$ cat config.mk
export PLATFORM = sky130hd
export DESIGN_NAME = burst_fire_frame_gate
export DESIGN_NICKNAME = d
export VERILOG_FILES = /design/src/sv/bffg_pkg.sv /design/src/sv/bffg_cell.sv /design/src/sv/burst_fire_frame_gate.sv
export SDC_FILE = /design/constraint.sdc
export NUM_CORES = 1
export LEC_CHECK = 0
export ABC_AREA = 1
export BUFFER_PORTS_ARGS = -buffer_cell sky130_fd_sc_hd__buf_2
export CORE_AREA = 10 10 117 119
export CTS_CLUSTER_SIZE = 40
export DETAILED_ROUTE_END_ITERATION = 16
export DIE_AREA = 0 0 127 129
export PLACE_DENSITY_LB_ADDON = 0.25
export SLEW_MARGIN = 20
export SYNTH_ARGS = -nofsm -noshare
export SYNTH_HDL_FRONTEND = slang
export SYNTH_HIERARCHICAL = 1
export SYNTH_SLANG_ARGS = --single-unit
export TNS_END_PERCENT = 20
$ cat constraint.sdc
create_clock -name clk -period 2.13 [get_ports clk]
set_clock_uncertainty 0.15 [all_clocks]
set_input_delay 0.426 -clock clk [delete_from_list [all_inputs] [get_ports clk]]
set_output_delay 0.426 -clock clk [all_outputs]
set_load 0.01 [all_outputs]
$ cat src/sv/bffg_pkg.sv
// Shared types and constants of the burst-fire frame gate.
// Used by bffg_cell and burst_fire_frame_gate; depends on nothing.
`default_nettype none
package bffg_pkg;

	localparam int LEVEL_W   = 7;
	localparam int REG_COUNT = 4;
	localparam int CFG_IDX_W = 3;
	localparam int FIELD_W   = 7;

	localparam logic [CFG_IDX_W-1:0] REG_INVERT = 3'd0;
	localparam logic [CFG_IDX_W-1:0] REG_LEVEL0 = 3'd1;
	localparam logic [CFG_IDX_W-1:0] REG_LEVEL3 = 3'd4;

	// One quotient bit handed from a divider cell to its neighbor.
	typedef struct packed {
		logic en;
		logic qbit;
	} cell_link_t;

endpackage
`default_nettype wire

$ cat src/sv/bffg_cell.sv
// Bit-serial restoring divider cell: one dividend bit in and one quotient bit out
// per cycle while link_in.en is set. Depends on bffg_pkg.
`default_nettype none
module bffg_cell (
	input  wire logic                            clk,
	input  wire logic                            arst_n,
	input  wire logic                            start,
	input  wire logic [bffg_pkg::LEVEL_W-1:0]    divisor,
	input  wire bffg_pkg::cell_link_t            link_in,
	output bffg_pkg::cell_link_t                 link_out,
	output logic                                 pass
);
	import bffg_pkg::*;

	logic [LEVEL_W-1:0] rem_q;
	logic [LEVEL_W:0]   trial;
	logic [LEVEL_W:0]   diff;
	logic               fits;
	cell_link_t         link_q;

	assign trial = {rem_q, link_in.qbit};
	assign diff  = trial - {1'b0, divisor};
	assign fits  = trial >= {1'b0, divisor};

	always_ff @(posedge clk or negedge arst_n) begin
		if (!arst_n) begin
			link_q <= '0;
		end else begin
			link_q.en   <= link_in.en;
			link_q.qbit <= fits;
		end
	end

	always_ff @(posedge clk) begin
		if (start) begin
			rem_q <= '0;
		end else if (link_in.en) begin
			rem_q <= fits ? diff[LEVEL_W-1:0] : trial[LEVEL_W-1:0];
		end
	end

	assign link_out = link_q;
	assign pass     = (divisor != '0) && (rem_q == '0);

endmodule
`default_nettype wire

$ cat src/sv/burst_fire_frame_gate.sv
// Burst-fire relay gate: each zero-crossing transaction with zero_cross set returns the relay
// level decided at the previous crossing and the new frame index, then decides the level of the
// new frame. Depends on bffg_pkg and bffg_cell.
//
// A crossing transaction is followed by the next one only after the frame number has walked
// bit-serially, most significant bit first, through the row of divider cells; each cell divides
// the quotient of its left neighbor by its pattern level. Transactions with zero_cross clear are
// accepted while idle and return nothing. The result goes into an output register backed by one
// skid entry, so one stalled result does not hold up the next crossing, but no transaction is
// accepted while the skid entry is full. Configuration writes are taken every cycle.
`default_nettype none
module burst_fire_frame_gate #(
	parameter int FRAME_COUNT = 100,
	parameter int LEVELS      = 4
) (
	input  wire logic                             clk,
	input  wire logic                             arst_n,
	input  wire logic                             s_tvalid,
	output logic                                  s_tready,
	input  wire logic [7:0]                       s_tdata,   // [0] zero_cross
	output logic                                  m_tvalid,
	input  wire logic                             m_tready,
	output logic [7:0]                            m_tdata,   // [0] ssr_drive, [7:1] frame_index
	input  wire logic                             cfg_valid,
	output logic                                  cfg_ready,
	input  wire logic [bffg_pkg::CFG_IDX_W-1:0]   cfg_index,
	input  wire logic [bffg_pkg::LEVEL_W-1:0]     cfg_data
);
	import bffg_pkg::*;

	localparam int FRAME_W = $clog2(FRAME_COUNT + 1);
	localparam int NCELL   = (LEVELS < REG_COUNT) ? LEVELS : REG_COUNT;
	localparam int LAST    = FRAME_W + NCELL - 1;
	localparam int STEP_W  = $clog2(LAST + 1);

	typedef enum logic {ST_IDLE, ST_RUN} state_t;

	state_t               state_q;
	logic [STEP_W-1:0]    step_q;
	logic [FRAME_W-1:0]   frame_q;
	logic [FRAME_W-1:0]   frame_sh_q;
	logic [FRAME_W-1:0]   frame_nxt;
	logic                 next_level_q;
	logic                 invert_q;
	logic [LEVEL_W-1:0]   level_q [REG_COUNT];
	logic                 out_valid_q;
	logic                 out_drive_q;
	logic [FIELD_W-1:0]   out_frame_q;
	logic                 skid_valid_q;
	logic                 skid_drive_q;
	logic [FIELD_W-1:0]   skid_frame_q;
	logic                 accept;
	logic                 push;
	logic                 take;
	logic                 start;
	logic [NCELL-1:0]     pass;
	cell_link_t           lnk [NCELL+1];
	logic                 run_ok;
	logic                 parity;
	logic [1:0]           lvl_sel;

	assign s_tready  = (state_q == ST_IDLE) && !skid_valid_q;
	assign accept    = s_tvalid && s_tready;
	assign push      = accept && s_tdata[0];
	assign take      = out_valid_q && m_tready;
	assign start     = push;
	assign cfg_ready = 1'b1;
	assign m_tvalid  = out_valid_q;
	assign m_tdata   = {out_frame_q, out_drive_q};
	assign lvl_sel   = 2'(cfg_index - REG_LEVEL0);

	assign frame_nxt = (frame_q >= FRAME_W'(FRAME_COUNT)) ? FRAME_W'(1) : frame_q + FRAME_W'(1);

	assign lnk[0].en   = (state_q == ST_RUN) && (step_q < STEP_W'(FRAME_W));
	assign lnk[0].qbit = frame_sh_q[FRAME_W-1];

	for (genvar k = 0; k < NCELL; k++) begin : g_cell
		bffg_cell u_cell (
			.clk      (clk),
			.arst_n   (arst_n),
			.start    (start),
			.divisor  (level_q[k]),
			.link_in  (lnk[k]),
			.link_out (lnk[k+1]),
			.pass     (pass[k])
		);
	end

	always_comb begin
		run_ok = 1'b1;
		parity = 1'b0;
		for (int k = 0; k < NCELL; k++) begin
			run_ok = run_ok & pass[k];
			parity = parity ^ run_ok;
		end
	end

	always_ff @(posedge clk or negedge arst_n) begin
		if (!arst_n) begin
			invert_q <= 1'b0;
			for (int k = 0; k < REG_COUNT; k++) begin
				level_q[k] <= '0;
			end
		end else if (cfg_valid && cfg_ready) begin
			if (cfg_index == REG_INVERT) begin
				invert_q <= cfg_data[0];
			end else if (cfg_index inside {[REG_LEVEL0:REG_LEVEL3]}) begin
				level_q[lvl_sel] <= cfg_data;
			end
		end
	end

	always_ff @(posedge clk or negedge arst_n) begin
		if (!arst_n) begin
			state_q      <= ST_IDLE;
			step_q       <= '0;
			frame_q      <= FRAME_W'(1);
			frame_sh_q   <= '0;
			next_level_q <= 1'b0;
			out_valid_q  <= 1'b0;
			out_drive_q  <= 1'b0;
			out_frame_q  <= '0;
			skid_valid_q <= 1'b0;
			skid_drive_q <= 1'b0;
			skid_frame_q <= '0;
		end else begin
			case (state_q)
				ST_IDLE: begin
					if (push) begin
						state_q    <= ST_RUN;
						step_q     <= '0;
						frame_q    <= frame_nxt;
						frame_sh_q <= frame_nxt;
					end
				end
				ST_RUN: begin
					frame_sh_q <= frame_sh_q << 1;
					if (step_q == STEP_W'(LAST)) begin
						state_q      <= ST_IDLE;
						next_level_q <= parity ^ invert_q;
					end else begin
						step_q <= step_q + STEP_W'(1);
					end
				end
				default: begin
					state_q <= ST_IDLE;
				end
			endcase

			if (take) begin
				if (skid_valid_q) begin
					out_drive_q  <= skid_drive_q;
					out_frame_q  <= skid_frame_q;
					skid_valid_q <= 1'b0;
				end else begin
					out_valid_q <= push;
					out_drive_q <= next_level_q;
					out_frame_q <= FIELD_W'(frame_nxt);
				end
			end else if (push) begin
				if (out_valid_q) begin
					skid_valid_q <= 1'b1;
					skid_drive_q <= next_level_q;
					skid_frame_q <= FIELD_W'(frame_nxt);
				end else begin
					out_valid_q <= 1'b1;
					out_drive_q <= next_level_q;
					out_frame_q <= FIELD_W'(frame_nxt);
				end
			end
		end
	end

	a_skid_behind_out: assert property (@(posedge clk) disable iff (!arst_n)
		skid_valid_q |-> out_valid_q)
		else $error("skid entry held while output register is empty");

	a_result_follows: assert property (@(posedge clk) disable iff (!arst_n)
		(s_tvalid && s_tready && s_tdata[0]) |=> m_tvalid)
		else $error("accepted crossing produced no result");

	a_frame_range: assert property (@(posedge clk) disable iff (!arst_n)
		(frame_q >= FRAME_W'(1)) && (frame_q <= FRAME_W'(FRAME_COUNT)))
		else $error("frame counter out of range");

	a_busy_blocks: assert property (@(posedge clk) disable iff (!arst_n)
		(state_q == ST_RUN) |-> !s_tready)
		else $error("input accepted during level walk");

endmodule
`default_nettype wire
; ---- Yosys cells after proc, flatten, opt, wreduce, memory -nomap -nowiden
; Index checks and enable logic that the tools add are counted.
[word_totals]
word_cells = 121
input_bits = 23
output_inout_bits = 11
ff_bits = 101
[classes]
bitwise_logic = 11
muxes = 30
n_eq_ne = 5
n_reduce_logical = 32
n_addsub = 7
magnitude_cmp = 10
[ops]
columns = operator, n
row1 = $mux 7, 11
row2 = $ge 8x7->1, 4
row3 = $bwmux 28, 1
row4 = $logic_not 7->1, 4
row5 = $reduce_bool 7->1, 4
row6 = $sub 7x7->7, 4
row7 = $demux 7 s2, 1
row8 = $pmux 7 s2, 1
row9 = $reduce_and 2->1, 7
row10 = $mux 1, 12
row11 = $logic_and 1x1->1, 11
row12 = $mux 4, 2
row13 = $pmux 4 s2, 1
row14 = $add 7x1->7 const B, 1
row15 = $ge 7x7->1 const B, 1
row16 = $reduce_and 3->1, 2
row17 = $add 4x1->4 const B, 1
row18 = $eq 4x4->1 const B, 1
row19 = $lt 4x3->1 const B, 1
row20 = $ne 2x1->1 const B, 2
row21 = $ne 2x2->1 const B, 2
row22 = $reduce_bool 2->1, 2
row23 = $xor 1x1->1, 4
row24 = $and 1x1->1, 3
row25 = other kinds (10), 12

; ---- Logic depth before layout (Yosys ltp)
[depth]
ltp_word = 7
mapped_depth = 13
mapped_depth_nobuf = 12

; ---- Modules after synthesis
; Netlist, hierarchy kept.
[modules_own_cells]
columns = mod, seq_area_each_um2, n_inst, area_per_inst_um2, cells_per_inst
row1 = bffg_cell, 190.2, 4, 853.3, 129
row2 = burst_fire_frame_gate, 1677.9, 1, 2970.3, 331

; ---- Worst setup path after synthesis
; OpenSTA, ideal clock, no wires.
[synth_timing]
path_type = reg-to-reg
startpoint = register level_q[14] (netlist name)
endpoint = register g_cell[1].u_cell.rem_q[5]
t_required_ps = 1851
arrival_time_ps = 1615
setup_time_ps = 129
path_stages_with_launch = 12
synth_period_minus_slack_ps = 1894
path_buffers = 1
path_slack_ps = 236
path_cell_list = dfrtp_1 -> ha_1 -> fa_1 -> inv_1 -> nand2_1 -> nand2_1 -> nand3_2 -> nand3_4 -> buf_6 -> nand3_2 -> nand3_1 -> a21oi_1
[synth_between]
elab_chain_cells = 2
word_cells_on_any_way = 3
cone_classes = 1 x add/sub / 1 x order compare / 1 x mux
[synth_rtl]
columns = item, line_no
row1 = start: declaration, burst_fire_frame_gate.sv:45  ; logic [LEVEL_W-1:0] level_q [REG_COUNT];
row2 = start signal: indexed assignment, burst_fire_frame_gate.sv:108  ; level_q[lvl_sel] <= cfg_data;
row3 = $ge 8x7->1, bffg_cell.sv:23  ; assign fits = trial >= {1'b0, divisor};
row4 = named net g_cell[1].u_cell.fits, bffg_cell.sv:18  ; logic fits;
row5 = $mux 7, bffg_cell.sv:38  ; rem_q <= fits ? diff[LEVEL_W-1:0] : trial[LEVEL_W-1:0];
row6 = end signal: assignment, bffg_cell.sv:38
row7 = end: declaration, bffg_cell.sv:15  ; logic [LEVEL_W-1:0] rem_q;
; The timed path passes the listed nets, and every way through them passes these cells.
; A chain may end at the register's enable or synchronous reset.

; ---- Worst setup path in the final report
[layout_timing]
startpoint = register level_q[21] (netlist name)
endpoint = register g_cell[0].u_cell.rem_q[0]
[layout_between]
elab_chain_cells = 2
word_cells_on_any_way = 3
cone_classes = 1 x add/sub / 1 x order compare / 1 x mux
[layout_rtl]
columns = item, line_no
row1 = $sub 7x7->7 / $ge 8x7->1 (equally long branches), "bffg_cell.sv:22, bffg_cell.sv:23"
row2 = $mux 7 *, bffg_cell.sv:38
row3 = end signal: assignment, bffg_cell.sv:38
row4 = end: declaration, bffg_cell.sv:15
; Every way passes the cells marked *; elsewhere a longest branch is shown, timed or not.

==> results by group <==
Die
  • Rows: 39
  • IO Count: 34
  • Die span in x: ~130 um
  • Die Y: around 130 um
  • Starting Density: between 50% and 60%
  • DIE AREA: around 0.016 mm2
  • Core area: 0.0113 mm2

Clocking
  • Clock transition at the registers of the reported paths: around 0.070 ns
  • Root Driver: clkbuf_16
  • CTS tree: done
  • Clk Latency, worst-skew pair: 0.35 ns
  • Num CTS Buffers: 9
  • Clock net sink count: between 100 and 150
  • CTS max path bufs: 2
  • # H-tree levels: 3

Placed design
  • Post-DP HPWL: 10.4 mm
  • DP Area: 0.00656 mm2
  • Post-placement cell count: around 1,000
  • GPL Wtd Cong: between 0.9 and 1
  • PortBufs: 25

Routing
  • Post-route ant nets: 0
  • First DRT Iteration DRCs: ~340
  • DR vias: 5,511
  • Detailed Routing Iterations Pass 1: 5
  • Total Wirelength: ~14 mm
  • WL per Instance: about 14 um
  • Vias/cell: around 5.4
  • Drt drc: 0

Timing
  • Final setup vio count: 0
  • Final period util: between 90% and 100%
  • Final Critical Period: 2.07 ns
  • Worst hold slack: 0.256 ns
  • Fmax: about 480 MHz
  • Final hold vios: 0
  • RSZ-0062 raised after global routing: true
  • Count of pins over their slew limit: 0

Layout
  • Commonest non-fill, non-tap cell in the layout: nand2_1
  • Most frequent cells in the layout: 216 x nand2_1, 155 x inv_1, 72 x dfrtp_1, 53 x nand3_1, 49 x a21oi_1
  • FILL cells: 1,017
  • Ant. Diodes: 0
  • Layout Nets: roughly 940
  • Fin cells: between 1,000 and 1,500
  • P&R area growth vs syn: 9.72%
  • Area taken by multi-input logic gates: between 0.003 and 0.004 mm2
  • Final instance area: roughly 0.0069 mm2
  • Layout cells sized above 1: between 10% and 20%
  • Register area: roughly 0.0024 mm2

Worst setup path
  • CP Cell Sequence: ha_2, fa_1, inv_1, nand2_1, nand2_2, nand3_4, nand3_4, buf_4, o21ai_1, nand2_1, inv_1
  • Endpoint class of the critical path: flop
  • Crit Path Category: reg -> reg
  • Largest stage delay, worst path: 0.41 ns
  • WP data arrival: around 2.2 ns
  • Slowest-stage cell, CP: dfrtp_1
  • CP Launch Type: flop
  • CP max FO: 7
  • Worst EP required: ~2.2 ns

Min path
  • Hold Crit Class: in -> reg

Synth
  • Synth Area per Inst: roughly 7.5 um2
  • Syn_nets: between 900 and 1,000
  • Post-Syn Instances: roughly 850
  • Synthesis warning total: 6
  • Synthesized area: 0.00633 mm2

GRT
  • Initial antenna violation count: 0
  • Largest net degree at the start of global routing: 74
  • Vias in the first global route: roughly 5,400
  • First-pass GRT wire length: 24.0 mm
  • Total gr overflow: 0
  • Total GRT Usage: 17.4%

Outcome
  • Status: completed

Power
  • PwrDens: between 1500 and 2000 mW/mm2
  • VDD IR-drop max: between 0.8 and 0.9 mV
  • Tot Pwr: roughly 11,000 uW
  • Pleak: 0.00364 uW

Job
  • Max-cap check violation count: 0
==> state kept, by name, summed over array words and instances (netlist names), 4 cells and up <==
name / flops
g_cell.u_cell/link_out: 6
step_q: 4
out_frame_q: 7
level_q: 28
frame_sh_q: 7
frame_q: 7
skid_frame_q: 7
g_cell.u_cell/rem_q: 28
==> per-stage QoR <==
stage / setup slack [ns] / TNS (ns) / util, %
after global routing: -0.0219 / -0.0367 / 61.4
after detailed placement: 0.0647 / 0 / 58.0
after global placement: 0.110 / 0 / 58.0
final: 0.0646 / 0 / 61.4
after floorplan: 0.236 / 0 / -
after CTS: 0.0303 / 0 / 60.4
==> cell type report <==
class,instances,share of cell area (%)
Tap cell,143,2.57
Multi-Input combinational cell,566,47.0
Timing Repair Buffer,35,3.28
Clock buffer,14,3.66
Clock inverter,2,0.180
Sequential cell,101,34.4
Inverter,166,8.97
==> worst paths after layout <==
check                                                from                   endpoint  slack, ns  cells past startpoint
worst max-delay path                          level_q[21]  g_cell[0].u_cell/rem_q[0]       0.06                     11
worst min-delay path                          cfg_data[6]                level_q[13]       0.26                      3
worst max register to register                level_q[21]  g_cell[0].u_cell/rem_q[0]       0.06                     11
worst min register to register  g_cell[2].u_cell/rem_q[5]  g_cell[2].u_cell/rem_q[5]       0.33                      2
max in group asynchronous                          arst_n                 frame_q[0]       1.01                      3
min in group asynchronous                          arst_n             out_frame_q[6]       0.48                      3
==> where the power goes <==
group / switching [uW] / leakage (uW) / internal (uW)
clock network: 688 / 0.000127 / 825
registers: 630 / 0.00116 / 2680
logic: 3980 / 0.00235 / 2530
total: 5300 / 0.00364 / 6040
==> worst max-delay path, delay by kind of cell (launching register included) <==
kind,cells,cell delay [ns]
buf+inv,3,0.26
flops,1,0.41
compound gates,1,0.05
fa+ha+maj,2,0.56
simple gates,5,0.53
==> metal layers <==
metal | wire, um | vias up | part of all wire (%) | global-route usage (%)
met5 | 0 | - | 0 | 0
met4 | 210 | 0 | 1.5 | 5.76
met3 | 595 | 19 | 4.2 | 4.44
met2 | 7190 | 110 | 51 | 31.7
met1 | 6100 | 2611 | 43 | 19.3
li1 | - | 2771 | - | -
==> timing repair <==
item | 4_1_cts | 5_1_grt
endpoints found under the setup margin | 0 | 27
gates resized for setup | 0 | 15
hold buffers | 1 | 0
setup buffers | 0 | 4
endpoints found under the hold margin | 72 | 0
No activity file was read; power rests on OpenSTA's default activity.
